<file path="config.mk">
export PLATFORM = sky130hd
export DESIGN_NAME = sprite_frame_sequencer_unit_flat
export DESIGN_NICKNAME = d
export VERILOG_FILES = /design/src/hdl/sfs_pkg.sv /design/src/hdl/sfs_chan_if.sv /design/src/hdl/sprite_frame_sequencer_unit.sv /design/src/flat_wrapper.sv
export SDC_FILE = /design/constraint.sdc
export NUM_CORES = 1
export LEC_CHECK = 0
export BUFFER_PORTS_ARGS = -buffer_cell sky130_fd_sc_hd__buf_2
export CAP_MARGIN = 20
export CORE_MARGIN = 8
export CORE_UTILIZATION = 34
export DETAILED_ROUTE_END_ITERATION = 6
export HOLD_SLACK_MARGIN = 0.12
export PLACE_DENSITY = 0.59
export REMOVE_ABC_BUFFERS = 1
export SYNTH_ARGS = -nofsm -noshare
export SYNTH_HDL_FRONTEND = slang
export SYNTH_SLANG_ARGS = --single-unit
</file>
<file path="constraint.sdc">
create_clock -name clk -period 16.6 [get_ports clk]
set_clock_uncertainty 0.1 [all_clocks]
set_input_delay 1.66 -clock clk [delete_from_list [all_inputs] [get_ports clk]]
set_output_delay 1.66 -clock clk [all_outputs]
set_load 0.1 [all_outputs]
</file>
<file path="src/hdl/sfs_pkg.sv">
// Shared types and constants for the sprite frame sequencer.
// No dependencies; compiled first.
`timescale 1ns / 1ps
`default_nettype none

package sfs_pkg;

  localparam int ACC_W = 24;
  localparam int POS_W = 9;
  localparam int LEN_W = 10;
  localparam int CFG_W = 20;
  localparam int CIDX_W = 3;

  typedef enum logic [2:0] {
    CMD_TICK   = 3'd0,
    CMD_START  = 3'd1,
    CMD_STOP   = 3'd2,
    CMD_PAUSE  = 3'd3,
    CMD_RESUME = 3'd4,
    CMD_LOAD   = 3'd5
  } cmd_t;

  localparam logic [1:0] MODE_FWD    = 2'd0;
  localparam logic [1:0] MODE_PING   = 2'd1;
  localparam logic [1:0] MODE_CUSTOM = 2'd2;

  localparam logic [CIDX_W-1:0] CFG_LIST_MODE    = 3'd0;
  localparam logic [CIDX_W-1:0] CFG_LOOP_ENABLE  = 3'd1;
  localparam logic [CIDX_W-1:0] CFG_RANGE_START  = 3'd2;
  localparam logic [CIDX_W-1:0] CFG_RANGE_END    = 3'd3;
  localparam logic [CIDX_W-1:0] CFG_FRAME_PERIOD = 3'd4;
  localparam logic [CIDX_W-1:0] CFG_CUSTOM_LEN   = 3'd5;

  typedef struct packed {
    logic [2:0]  cmd;
    logic [19:0] elapsed_us;
    logic [5:0]  entry_index;
    logic [7:0]  entry_frame;
  } sfs_in_t;

  typedef struct packed {
    logic [7:0] frame_number;
    logic [8:0] play_position;
    logic       playing;
    logic       advanced;
  } sfs_out_t;

endpackage

`default_nettype wire

</file>
<file path="src/hdl/sfs_chan_if.sv">
// Valid/ready request channel with a typed payload.
// Payload types come from sfs_pkg at instantiation.
`timescale 1ns / 1ps
`default_nettype none

interface sfs_chan_if #(parameter type payload_t = logic);
  logic     valid;
  logic     ready;
  payload_t data;

  modport source (output valid, output data, input ready);
  modport sink (input valid, input data, output ready);
endinterface

`default_nettype wire

</file>
<file path="src/hdl/sprite_frame_sequencer_unit.sv">
// Sprite frame sequencer top level: command decode, play state, frame table.
// Depends on sfs_pkg and sfs_chan_if.
`timescale 1ns / 1ps
`default_nettype none

// One request is accepted per clock and its result appears in the output
// register on the next clock, so the block sustains one request per cycle.
// The only limit is the single output register: a request is taken whenever
// that register is empty or its result is being taken in the same cycle.
// The custom frame table is read once per request with registered read data
// that forms part of the output register; a table write and a read of the
// same slot in one request return the newly written frame. Table entries
// reset to zero through per-entry valid bits, so no clearing pass is needed.
// Configuration writes take effect on the next clock.
module sprite_frame_sequencer_unit #(
  parameter int TABLE_DEPTH = 64,
  parameter int FRAME_BITS  = 8
) (
  input  wire logic                    clk,
  input  wire logic                    rst_n,
  sfs_chan_if.sink                     in_req,
  sfs_chan_if.source                   out_res,
  input  wire logic                    cfg_we,
  input  wire logic [sfs_pkg::CIDX_W-1:0] cfg_index,
  input  wire logic [sfs_pkg::CFG_W-1:0]  cfg_wdata
);
  import sfs_pkg::*;

  localparam int AW = (TABLE_DEPTH > 1) ? $clog2(TABLE_DEPTH) : 1;
  localparam int FW = (FRAME_BITS < 8) ? FRAME_BITS : 8;
  localparam logic [7:0] FMASK = 8'((1 << FW) - 1);

  // configuration
  logic [1:0]       list_mode_r;
  logic             loop_en_r;
  logic [7:0]       range_start_r;
  logic [7:0]       range_end_r;
  logic [19:0]      period_r;
  logic [6:0]       custom_len_r;

  // play state
  logic [ACC_W-1:0] acc_r, acc_nxt;
  logic [POS_W-1:0] pos_r, pos_nxt;
  logic             run_r, run_nxt;

  // frame table
  logic [FW-1:0]          tbl_mem [TABLE_DEPTH];
  logic [TABLE_DEPTH-1:0] tbl_vld_r;
  logic [FW-1:0]          tbl_rd_r;

  // result register
  logic             out_valid_r;
  logic [7:0]       res_frame_r;
  logic             res_custom_r;
  logic [POS_W-1:0] res_pos_r;
  logic             res_playing_r;
  logic             res_adv_r;

  logic             in_acc;
  cmd_t             cmd;
  logic [7:0]       rng_end;
  logic [LEN_W-1:0] rng_cnt;
  logic [LEN_W-1:0] cust_len;
  logic [LEN_W-1:0] list_len;
  logic [ACC_W:0]   acc_sum;
  logic [ACC_W-1:0] acc_sat;
  logic             step;
  logic [LEN_W-1:0] pos_inc;
  logic [LEN_W-1:0] pc;
  logic [7:0]       rng_frame;
  logic             tbl_we;
  logic [AW-1:0]    tbl_waddr;
  logic [AW-1:0]    tbl_raddr;
  sfs_out_t         res;

  assign in_req.ready = !out_valid_r || out_res.ready;
  assign in_acc       = in_req.valid && in_req.ready;
  assign cmd          = cmd_t'(in_req.data.cmd);

  always_comb begin
    rng_end = (range_end_r < range_start_r) ? range_start_r : range_end_r;
    rng_cnt = LEN_W'(rng_end) - LEN_W'(range_start_r) + LEN_W'(1);
    if (custom_len_r == '0) begin
      cust_len = LEN_W'(1);
    end else if (32'(custom_len_r) > TABLE_DEPTH) begin
      cust_len = LEN_W'(TABLE_DEPTH);
    end else begin
      cust_len = LEN_W'(custom_len_r);
    end
    case (list_mode_r)
      MODE_CUSTOM: list_len = cust_len;
      MODE_PING: begin
        if (loop_en_r) begin
          list_len = (rng_cnt > LEN_W'(1)) ? (rng_cnt << 1) - LEN_W'(2) : LEN_W'(1);
        end else begin
          list_len = (rng_cnt << 1) - LEN_W'(1);
        end
      end
      default: list_len = rng_cnt;
    endcase
  end

  always_comb begin
    acc_sum = {1'b0, acc_r} + (ACC_W + 1)'(in_req.data.elapsed_us);
    acc_sat = acc_sum[ACC_W] ? '1 : acc_sum[ACC_W-1:0];
    step    = acc_sat >= ACC_W'(period_r);
    pos_inc = LEN_W'(pos_r) + LEN_W'(1);
    acc_nxt = acc_r;
    pos_nxt = pos_r;
    run_nxt = run_r;
    case (cmd)
      CMD_TICK: begin
        if (run_r) begin
          acc_nxt = step ? acc_sat - ACC_W'(period_r) : acc_sat;
          if (step) begin
            if (pos_inc >= list_len) begin
              if (loop_en_r) begin
                pos_nxt = '0;
              end else begin
                pos_nxt = POS_W'(list_len - LEN_W'(1));
                run_nxt = 1'b0;
              end
            end else begin
              pos_nxt = pos_inc[POS_W-1:0];
            end
          end
        end
      end
      CMD_START: begin
        run_nxt = 1'b1;
        pos_nxt = '0;
      end
      CMD_STOP: begin
        run_nxt = 1'b0;
        pos_nxt = '0;
      end
      CMD_PAUSE:  run_nxt = 1'b0;
      CMD_RESUME: run_nxt = 1'b1;
      default: ;
    endcase
  end

  // frame lookup at the updated position, clamped to the list end
  always_comb begin
    pc = (LEN_W'(pos_nxt) >= list_len) ? list_len - LEN_W'(1) : LEN_W'(pos_nxt);
    if (list_mode_r == MODE_PING && pc >= rng_cnt) begin
      rng_frame = range_start_r + 8'((rng_cnt - LEN_W'(1)) << 1) - pc[7:0];
    end else begin
      rng_frame = range_start_r + pc[7:0];
    end
    rng_frame = rng_frame & FMASK;
    tbl_raddr = AW'(pc);
    tbl_waddr = AW'(in_req.data.entry_index);
    tbl_we    = in_acc && cmd == CMD_LOAD
                && 32'(in_req.data.entry_index) < TABLE_DEPTH;
  end

  always_ff @(posedge clk) begin
    if (!rst_n) begin
      list_mode_r   <= MODE_FWD;
      loop_en_r     <= 1'b0;
      range_start_r <= '0;
      range_end_r   <= '0;
      period_r      <= 20'd1;
      custom_len_r  <= 7'd1;
    end else if (cfg_we) begin
      case (cfg_index)
        CFG_LIST_MODE:    list_mode_r   <= cfg_wdata[1:0];
        CFG_LOOP_ENABLE:  loop_en_r     <= cfg_wdata[0];
        CFG_RANGE_START:  range_start_r <= cfg_wdata[7:0];
        CFG_RANGE_END:    range_end_r   <= cfg_wdata[7:0];
        CFG_FRAME_PERIOD: period_r      <= cfg_wdata[19:0];
        CFG_CUSTOM_LEN:   custom_len_r  <= cfg_wdata[6:0];
        default: ;
      endcase
    end
  end

  always_ff @(posedge clk) begin
    if (!rst_n) begin
      acc_r       <= '0;
      pos_r       <= '0;
      run_r       <= 1'b0;
      tbl_vld_r   <= '0;
      out_valid_r <= 1'b0;
    end else begin
      if (in_acc) begin
        acc_r <= acc_nxt;
        pos_r <= pos_nxt;
        run_r <= run_nxt;
      end
      if (tbl_we) begin
        tbl_vld_r[tbl_waddr] <= 1'b1;
      end
      if (in_acc) begin
        out_valid_r <= 1'b1;
      end else if (out_res.ready) begin
        out_valid_r <= 1'b0;
      end
    end
  end

  always_ff @(posedge clk) begin
    if (tbl_we) begin
      tbl_mem[tbl_waddr] <= in_req.data.entry_frame[FW-1:0];
    end
  end

  // read port; a same-request write to the read slot is forwarded
  always_ff @(posedge clk) begin
    if (in_acc) begin
      if (tbl_we && tbl_waddr == tbl_raddr) begin
        tbl_rd_r <= in_req.data.entry_frame[FW-1:0];
      end else if (tbl_vld_r[tbl_raddr]) begin
        tbl_rd_r <= tbl_mem[tbl_raddr];
      end else begin
        tbl_rd_r <= '0;
      end
      res_frame_r   <= rng_frame;
      res_custom_r  <= list_mode_r == MODE_CUSTOM;
      res_pos_r     <= pos_nxt;
      res_playing_r <= run_nxt;
      res_adv_r     <= pos_nxt != pos_r;
    end
  end

  always_comb begin
    res.frame_number  = res_custom_r ? 8'(tbl_rd_r) : res_frame_r;
    res.play_position = res_pos_r;
    res.playing       = res_playing_r;
    res.advanced      = res_adv_r;
  end

  assign out_res.valid = out_valid_r;
  assign out_res.data  = res;

  // the pending result always reflects the live play state
  assert property (@(posedge clk) disable iff (!rst_n)
    out_valid_r |-> (res_pos_r == pos_r && res_playing_r == run_r))
    else $error("result register out of step with play state");

  assert property (@(posedge clk) disable iff (!rst_n)
    pos_r != '1)
    else $error("play position beyond longest list");

  assert property (@(posedge clk) disable iff (!rst_n)
    (in_acc && cmd == CMD_TICK && !run_r) |=> ($stable(acc_r) && $stable(pos_r)))
    else $error("tick while stopped changed play state");

  assert property (@(posedge clk) disable iff (!rst_n)
    (in_acc && (cmd == CMD_START || cmd == CMD_STOP)) |=> (pos_r == '0))
    else $error("start or stop did not rewind position");

endmodule

`default_nettype wire

</file>
<file path="src/flat_wrapper.sv">
// flat-port wrapper written by rule: the top's interface ports become plain ports
module sprite_frame_sequencer_unit_flat import sfs_pkg::*;
#(
  parameter int TABLE_DEPTH = 64,
  parameter int FRAME_BITS  = 8
)
  (clk, rst_n, cfg_we, cfg_index, cfg_wdata, in_req_valid, in_req_data, in_req_ready, out_res_valid, out_res_data, out_res_ready);
  sfs_chan_if #(.payload_t(sfs_in_t)) in_req_i ();
  sfs_chan_if #(.payload_t(sfs_out_t)) out_res_i ();
  input  wire logic clk;
  input  wire logic rst_n;
  input  wire logic cfg_we;
  input  wire logic [sfs_pkg::CIDX_W-1:0] cfg_index;
  input  wire logic [sfs_pkg::CFG_W-1:0] cfg_wdata;
  input wire logic [$bits(in_req_i.valid)-1:0] in_req_valid;
  input wire logic [$bits(in_req_i.data)-1:0] in_req_data;
  output wire logic [$bits(in_req_i.ready)-1:0] in_req_ready;
  output wire logic [$bits(out_res_i.valid)-1:0] out_res_valid;
  output wire logic [$bits(out_res_i.data)-1:0] out_res_data;
  input wire logic [$bits(out_res_i.ready)-1:0] out_res_ready;
  assign in_req_i.valid = in_req_valid;
  assign in_req_i.data = in_req_data;
  assign in_req_ready = in_req_i.ready;
  assign out_res_valid = out_res_i.valid;
  assign out_res_data = out_res_i.data;
  assign out_res_i.ready = out_res_ready;
  sprite_frame_sequencer_unit #(.TABLE_DEPTH(TABLE_DEPTH), .FRAME_BITS(FRAME_BITS)) u_core (.clk(clk), .rst_n(rst_n), .in_req(in_req_i), .out_res(out_res_i), .cfg_we(cfg_we), .cfg_index(cfg_index), .cfg_wdata(cfg_wdata));
endmodule
</file>
==> impl_metrics.yaml, run 1 <==
final_layout:
  final_net_count: 3125
  drive_gt1_share_pct: 11.6
  area_growth_pct: 12.6
  finalInstanceArea_um2: 37300
  final_util_pct: 38.6
yosys:
  synthSimpleGateAreaFrac_pct: 14.8
  synth_edf_count: 540
  synthAdderAreaFrac_pct: 4.58
  synth_top_family_by_area: "simple AND/OR/NAND/NOR gates"
  synthArstFlopShare_pct: 0
  netlist_area_um2: 33100
  syn_inst: 2897
  yosysWarnings: 0
  synthXorXnorAreaFrac_pct: 2.40
  syn_avg_cell_area_um2: 11.4
  ys_types: 94
  muxShareOfSynthArea_pct: 5.24
  synth-compound-area-share_pct: 12.1
  yosysSeqAreaShare_pct: 57.7
  synth_ff_type: "edfxtp_1"
  ys_ff_latch: 685
clock_network:
  clk_pin_slew_ns: 0.06
  cts_sinks: 685
  postCtsResizedCells: 0
  cts_tree: "built"
  cts_max_path_buffers: 3
  htree_num_levels: 3
  cts-root-buf: "clkbuf_16"
  ctsHoldBuffers: 0
  numCtsBuffers: 73
  insertion_delay_ns: 0.62
  post_cts_buffers: 0
floorplan:
  die-area_um2: 108000
  num_rows: 114
  io_pins: 86
  core_region_area_um2: 96700
  start_util_pct: 34.3
  die_x_um: 328
  die_h_um: 328
detailed_routing:
  top_layer: "met5"
  routed_wl_um: 93700
  wl_met1_um: 41400
  via_count: 23200
  via_per_inst: 5.41
  wire_per_inst_um: 21.9
  route.met2.wl_um: 42600
  dr.pass1.iters: 6
  drc: 0
  dr_wl_met3_um: 6800
  drt_iter0_drc: 2275
  ant_nets: 0
setup_path:
  reg2regPathDepth: 53
  r2r-end: "u_core.res_frame_r[7]"
  cp_num_buf_inv: 7
  cp-start-kind: "flop"
  path_max_fanout: 35
  cp.depth: 53
  cp.arrival_ns: 14.16
  r2r_setup_slack_ns: 2.68
  cp-end-kind: "flop"
  rr_startpoint: "u_core.range_start_r[2]"
  crit_path_frequent_cell: "a21o_1"
  crit_path_end: "u_core.res_frame_r[7]"
  cp_slowest_stage_delay_ns: 0.62
  slowest_stage: "fa_1"
  cp_data_required_time_ns: 16.85
  critPathTopFamily: "compound AO/OA/AOI/OAI gates"
  startpoint: "u_core.range_start_r[2]"
  critical_path_class: "reg2reg"
power_and_ir_drop:
  cellPowerDensity_nw_per_um2: 111
  p_sw_share_pct: 27.5
  power.total_mw: 4.15
  intPower_mw: 3.01
  ir_worst_vdd_uv: 66.4
  pwr-share-seq_pct: 45.2
  comb_power_share_pct: 16.0
  leakagePower_nw: 12.9
  net-switching-power_mw: 1.14
  pwr-share-clk_pct: 38.9
timing:
  fin_setup_tns_ns: 0
  slew_violations: 0
  hold_violations: 0
  slew_headroom_pct: 20.7
  finalCritPeriodShare_pct: 83.8
  setup_viol: 0
  worst_pin_slew_ns: 1.19
  rsz0062_at_grt: "no"
  fmax_mhz: 71.9
  fin_crit_ns: 13.92
worst_hold_path:
  hold_path_class: "reg2reg"
place:
  dp.final_hpwl_um: 60400
  port-buffer-count: 85
  placed_area_um2: 34800
  gp_congestion: 0.869
run:
  max-cap-violations: 0
grt:
  track_usage_pct: 16.9
  overflow: 0
  antenna_found_initial: 12
  first_global_vias: 22600
  grt_max_degree: 126
  grt_first_pass_wirelength_um: 141000
run_status:
  status: "completed"
==> final cells by class <==
cell class,count,area [µm²]
clock inverter,33,318
inverter,98,378
clock buffer,100,2040
multi-input combinational,1959,13000
tap,1276,1600
sequential,685,19100
antenna,5,12.5
timing repair buffer,128,820
fill,9290,59400
==> power groups by stage <==
stage          clock network (mW)  registers, mW  logic [mW]
4_1_cts                      1.64           1.87       0.661
2_1_floorplan                   0           1.92       0.432
5_1_grt                      1.71           1.87       0.720
6_report                     1.61           1.87       0.662
3_5_place_dp                    0           1.91       0.658
3_3_place_gp                    0           1.91       0.657
==> cells by family after synthesis <==
logic type / count (synthesis)
buffers and inverters: 253
AO/OA/AOI/OAI: 558
multiplexers: 103
AND/OR/NAND/NOR: 1092
XOR/XNOR: 90
flip-flops: 685
adder cells (fa/ha/maj): 116
==> cells in the final DEF, fill, tap and decap left out, types with 12 or more instances in the layout <==
cell,count
a211oi_1,20
edfxtp_1,540
clkbuf_1,18
o21ai_0,78
nor2b_1,31
clkinv_2,15
nor2_1,223
and3_1,48
nand2b_1,18
mux4_2,54
nand4_1,13
a22oi_1,15
buf_2,84
dfxtp_1,145
o21a_1,49
xnor2_1,57
inv_1,89
buf_4,35
a21oi_1,88
nand2_1,499
o21bai_1,14
nor3b_1,12
mux2_2,13
mux2i_1,34
or3_1,21
o211ai_1,25
xor2_1,32
clkbuf_16,75
a21boi_0,40
nand3_1,143
ha_1,106
a311oi_1,64
nor3_1,28
a21o_1,35
==> sequential cells by signal, indices dropped and copies added, names as in the netlist <==
| register | cells |
|---|---|
| u_core.range_start_r | 8 |
| u_core.range_end_r | 8 |
| u_core.tbl_vld_r | 64 |
| u_core.run_r | 1 |
| u_core.acc_r | 24 |
| u_core.res_custom_r | 1 |
| u_core.period_r | 20 |
| u_core.pos_r | 9 |
| u_core.res_adv_r | 1 |
| u_core.tbl_mem | 512 |
| u_core.res_frame_r | 8 |
| u_core.loop_en_r | 1 |
| u_core.list_mode_r | 2 |
| u_core.res_playing_r | 1 |
| u_core.tbl_rd_r | 8 |
| u_core.res_pos_r | 9 |
| u_core.out_res.valid | 1 |
| u_core.custom_len_r | 7 |
==> worst register-to-register path, delay by kind of cell (launching register included) <==
family | cells | cell delay, ns
XOR/XNOR | 6 | 1.50
buffers and inverters | 7 | 1.64
adder cells (fa/ha/maj) | 6 | 2.33
AND/OR/NAND/NOR | 10 | 2.57
multiplexers | 2 | 0.35
AO/OA/AOI/OAI | 22 | 4.71
flip-flops | 1 | 0.45
==> stage by stage <==
stage	hold WS, ns	instances	setup WS [ns]
3_3_place_gp	0.342	4134	2.88
4_1_cts	0.367	4269	2.69
6_report	0.366	4284	2.68
2_1_floorplan	0.332	2742	-0.493
5_1_grt	0.376	4281	1.46
3_5_place_dp	0.350	4136	2.77
==> routing by layer <==
metal  global-route usage [%]  up-vias
li1                         -    10800
met1                     23.2    11400
met2                     26.7      783
met3                     3.47      163
met4                     5.89        8
met5                        0        -
==> worst min path at each step <==
stage / cells after the start / slack [ns] / endpoint / startpoint
2_1_floorplan: 2 / 0.33 / u_core.tbl_vld_r[22] / u_core.tbl_vld_r[22]
3_5_place_dp: 1 / 0.35 / u_core.tbl_vld_r[62] / u_core.tbl_vld_r[62]
3_3_place_gp: 1 / 0.34 / u_core.tbl_vld_r[43] / u_core.tbl_vld_r[43]
5_1_grt: 1 / 0.38 / u_core.tbl_vld_r[43] / u_core.tbl_vld_r[43]
6_report: 1 / 0.37 / u_core.tbl_vld_r[59] / u_core.tbl_vld_r[59]
4_1_cts: 1 / 0.37 / u_core.tbl_vld_r[62] / u_core.tbl_vld_r[62]
==> Yosys cell counts (25+ instances only) <==
| master | number | area (µm²) |
|---|---|---|
| mux2i_1 | 35 | 350 |
| a311oi_1 | 64 | 561 |
| dfxtp_1 | 145 | 2900 |
| buf_2 | 48 | 240 |
| o21ai_0 | 78 | 390 |
| ha_1 | 106 | 1330 |
| nand3_1 | 143 | 716 |
| clkbuf_1 | 83 | 312 |
| nor3_1 | 30 | 150 |
| and3_1 | 48 | 300 |
| xnor2_1 | 57 | 499 |
| xor2_1 | 32 | 280 |
| o21a_1 | 49 | 368 |
| a21boi_0 | 40 | 300 |
| a21o_1 | 35 | 263 |
| mux4_2 | 54 | 1220 |
| edfxtp_1 | 540 | 16200 |
| nor2b_1 | 31 | 194 |
| a21oi_1 | 89 | 445 |
| inv_1 | 90 | 338 |
| o211ai_1 | 25 | 188 |
| nand2_1 | 499 | 1870 |
| nor2_1 | 223 | 837 |
No activity file was read; power rests on OpenSTA's default activity.
==> run 2: changes to the inputs <==
--- a/config.mk
+++ b/config.mk
@@ -11,7 +11,7 @@
 export CORE_UTILIZATION = 34
 export DETAILED_ROUTE_END_ITERATION = 6
 export HOLD_SLACK_MARGIN = 0.12
-export PLACE_DENSITY = 0.59
+export PLACE_DENSITY = 0.6
 export REMOVE_ABC_BUFFERS = 1
 export SYNTH_ARGS = -nofsm -noshare
 export SYNTH_HDL_FRONTEND = slang
==> constraint.sdc (replaced) <==
create_clock -name clk -period 11.7 [get_ports clk]
set_clock_uncertainty 0.1 [all_clocks]
set_input_delay 1.17 -clock clk [delete_from_list [all_inputs] [get_ports clk]]
set_output_delay 1.17 -clock clk [all_outputs]
set_load 0.1 [all_outputs]
==> impl_metrics.yaml, run 2 (synthesis gave the netlist of run 1 again) <==
run_status:
  status: "completed"
timing:
  finalCritPeriodShare_pct: 94.6
  slew_headroom_pct: 24.8
  hold_violations: 0
  fin_ws_ns: 0.634
  fmax_mhz: 90.4
  worst_pin_slew_ns: 1.12
  slew_violations: 0
  setup_viol: 0
  fin_setup_tns_ns: 0
  fin_crit_ns: 11.07
setup_path:
  reg2regPathDepth: 46
  cp-end-kind: "flop"
  path_max_fanout: 59
  startpoint: "u_core.range_start_r[2]"
  cp_data_required_time_ns: 11.95
  r2r-end: "u_core.tbl_rd_r[4]"
  rr_startpoint: "u_core.range_start_r[2]"
  cp_slowest_stage_delay_ns: 0.73
  critical_path_class: "reg2reg"
  crit_path_end: "u_core.tbl_rd_r[4]"
  r2r_setup_slack_ns: 0.63
  slowest_stage: "buf_4"
  cp.arrival_ns: 11.32
  cp-start-kind: "flop"
floorplan:
  num_rows: 114
  die-area_um2: 108000
  io_pins: 86
  die_h_um: 328
  die_x_um: 328
  start_util_pct: 34.3
  core_region_area_um2: 96700
place:
  gp_congestion: 0.875
  port-buffer-count: 85
  dp.final_hpwl_um: 60700
  placed_area_um2: 35100
  pre_cts_ws_ns: -0.00671
  placed_cells: 4170
power_and_ir_drop:
  leakagePower_nw: 13.1
  power.total_mw: 5.96
  ir_worst_vdd_uv: 95.9
  cellPowerDensity_nw_per_um2: 158
grt:
  track_usage_pct: 17.1
  grt_first_pass_wirelength_um: 143000
  first_global_vias: 22700
  antenna_found_initial: 10
  grt_max_degree: 125
  overflow: 0
final_layout:
  regArea_um2: 19100
  final_cell_mix: "edfxtp_1, nand2_1, nor2_1, dfxtp_1, nand3_1"
  top_register: "u_core.tbl_mem"
  multi_input_area_um2: 13100
  final_common_cell: "edfxtp_1"
  fillers: 9227
  top_regs: "u_core.tbl_mem (512), u_core.tbl_vld_r (64), u_core.acc_r (24)"
  area_growth_pct: 14.0
  final_net_count: 3158
  finalInstanceArea_um2: 37800
  drive_gt1_share_pct: 13.1
  fin_cells: 4311
  largest_reg_flops: 512
run:
  max-cap-violations: 0
detailed_routing:
  wire_per_inst_um: 22.0
  routed_wl_um: 94700
  drc: 0
  dr.pass1.iters: 5
  top_layer: "met5"
  ant_nets: 0
  drt_iter0_drc: 2408
  wl_met1_um: 41700
  via_count: 23500
  route.met2.wl_um: 43600
  via_per_inst: 5.45
  dr_wl_met3_um: 6590
clock_network:
  numCtsBuffers: 71
  cts_sinks: 685
  clk_pin_slew_ns: 0.06
  htree_num_levels: 3
  cts-root-buf: "clkbuf_16"
  insertion_delay_ns: 0.64
  cts_max_path_buffers: 3
  cts_tree: "built"
worst_hold_path:
  hold_path_class: "reg2reg"
  min-delay-start: "u_core.tbl_vld_r[37]"
[run 2: changes by cell type in the layout (fill, tap and decap cells not counted), moves of 4 or more]
| cell | delta |
|---|---|
| clkinv_1 | +5 |
| clkbuf_1 | -5 |
| buf_4 | +32 |
| clkinvlp_4 | +4 |
| clkinv_2 | -11 |
[run 2: critical path, delay by kind of cell (launching register included)]
| kind | cells | cell delay, ns |
|---|---|---|
| flip-flops | 1 | 0.33 |
| buffers and inverters | 4 | 1.08 |
| adder cells (fa/ha/maj) | 4 | 1.24 |
| AO/OA/AOI/OAI | 24 | 5.14 |
| AND/OR/NAND/NOR | 12 | 2.25 |
| multiplexers | 2 | 0.57 |
[run 2: repair_timing]
| action | 4_1_cts | 5_1_grt |
|---|---|---|
| hold buffers | 0 | 0 |
| setup buffers | 0 | 5 |
| gates resized for setup | 1 | 25 |
| pin swaps | 1 | 5 |
| hold endpoints to repair | 0 | 0 |
| setup endpoints to repair | 1 | 15 |
[run 2: area by class of cell]
type                            instances  area share, %
Inverter                               98           1.01
Timing Repair Buffer                  163           2.97
Antenna cell                            2         0.0133
Tap cell                             1276           4.23
Multi-Input combinational cell       1959           34.8
Clock inverter                         35           1.09
Sequential cell                       685           50.6
Clock buffer                           93           5.28
[run 2: worst min path at each step]
| stage | endpoint | slack, ns | depth (start not counted) |
|---|---|---|---|
| floorplan | u_core.tbl_vld_r[22] | 0.33 | 2 |
| global placement | u_core.tbl_vld_r[23] | 0.34 | 2 |
| detailed placement | u_core.tbl_vld_r[51] | 0.35 | 1 |
| CTS | u_core.tbl_vld_r[51] | 0.36 | 1 |
| global route | u_core.tbl_vld_r[43] | 0.37 | 1 |
| finish | u_core.tbl_vld_r[37] | 0.36 | 1 |
[run 2: through the flow]
stage	hold WS (ns)	utilization, %
after detailed placement	0.349	36.3
after global routing	0.373	39.0
after global placement	0.342	36.3
after CTS	0.364	38.8
final	0.361	39.0
after floorplan	0.332	-
[run 2: routing by layer]
| layer | vias up | global-route usage (%) |
|---|---|---|
| met3 | 162 | 3.05 |
| met5 | - | 0 |
| met2 | 814 | 27.3 |
| met1 | 11600 | 23.4 |
| li1 | 10900 | - |
| met4 | 10 | 5.41 |
[run 2: power by group]
| part | switching (mW) | leakage [nW] | internal (mW) |
|---|---|---|---|
| sequential | 0.0126 | 6.05 | 2.64 |
| clock | 0.993 | 1.15 | 1.33 |
| combinational | 0.650 | 5.86 | 0.333 |
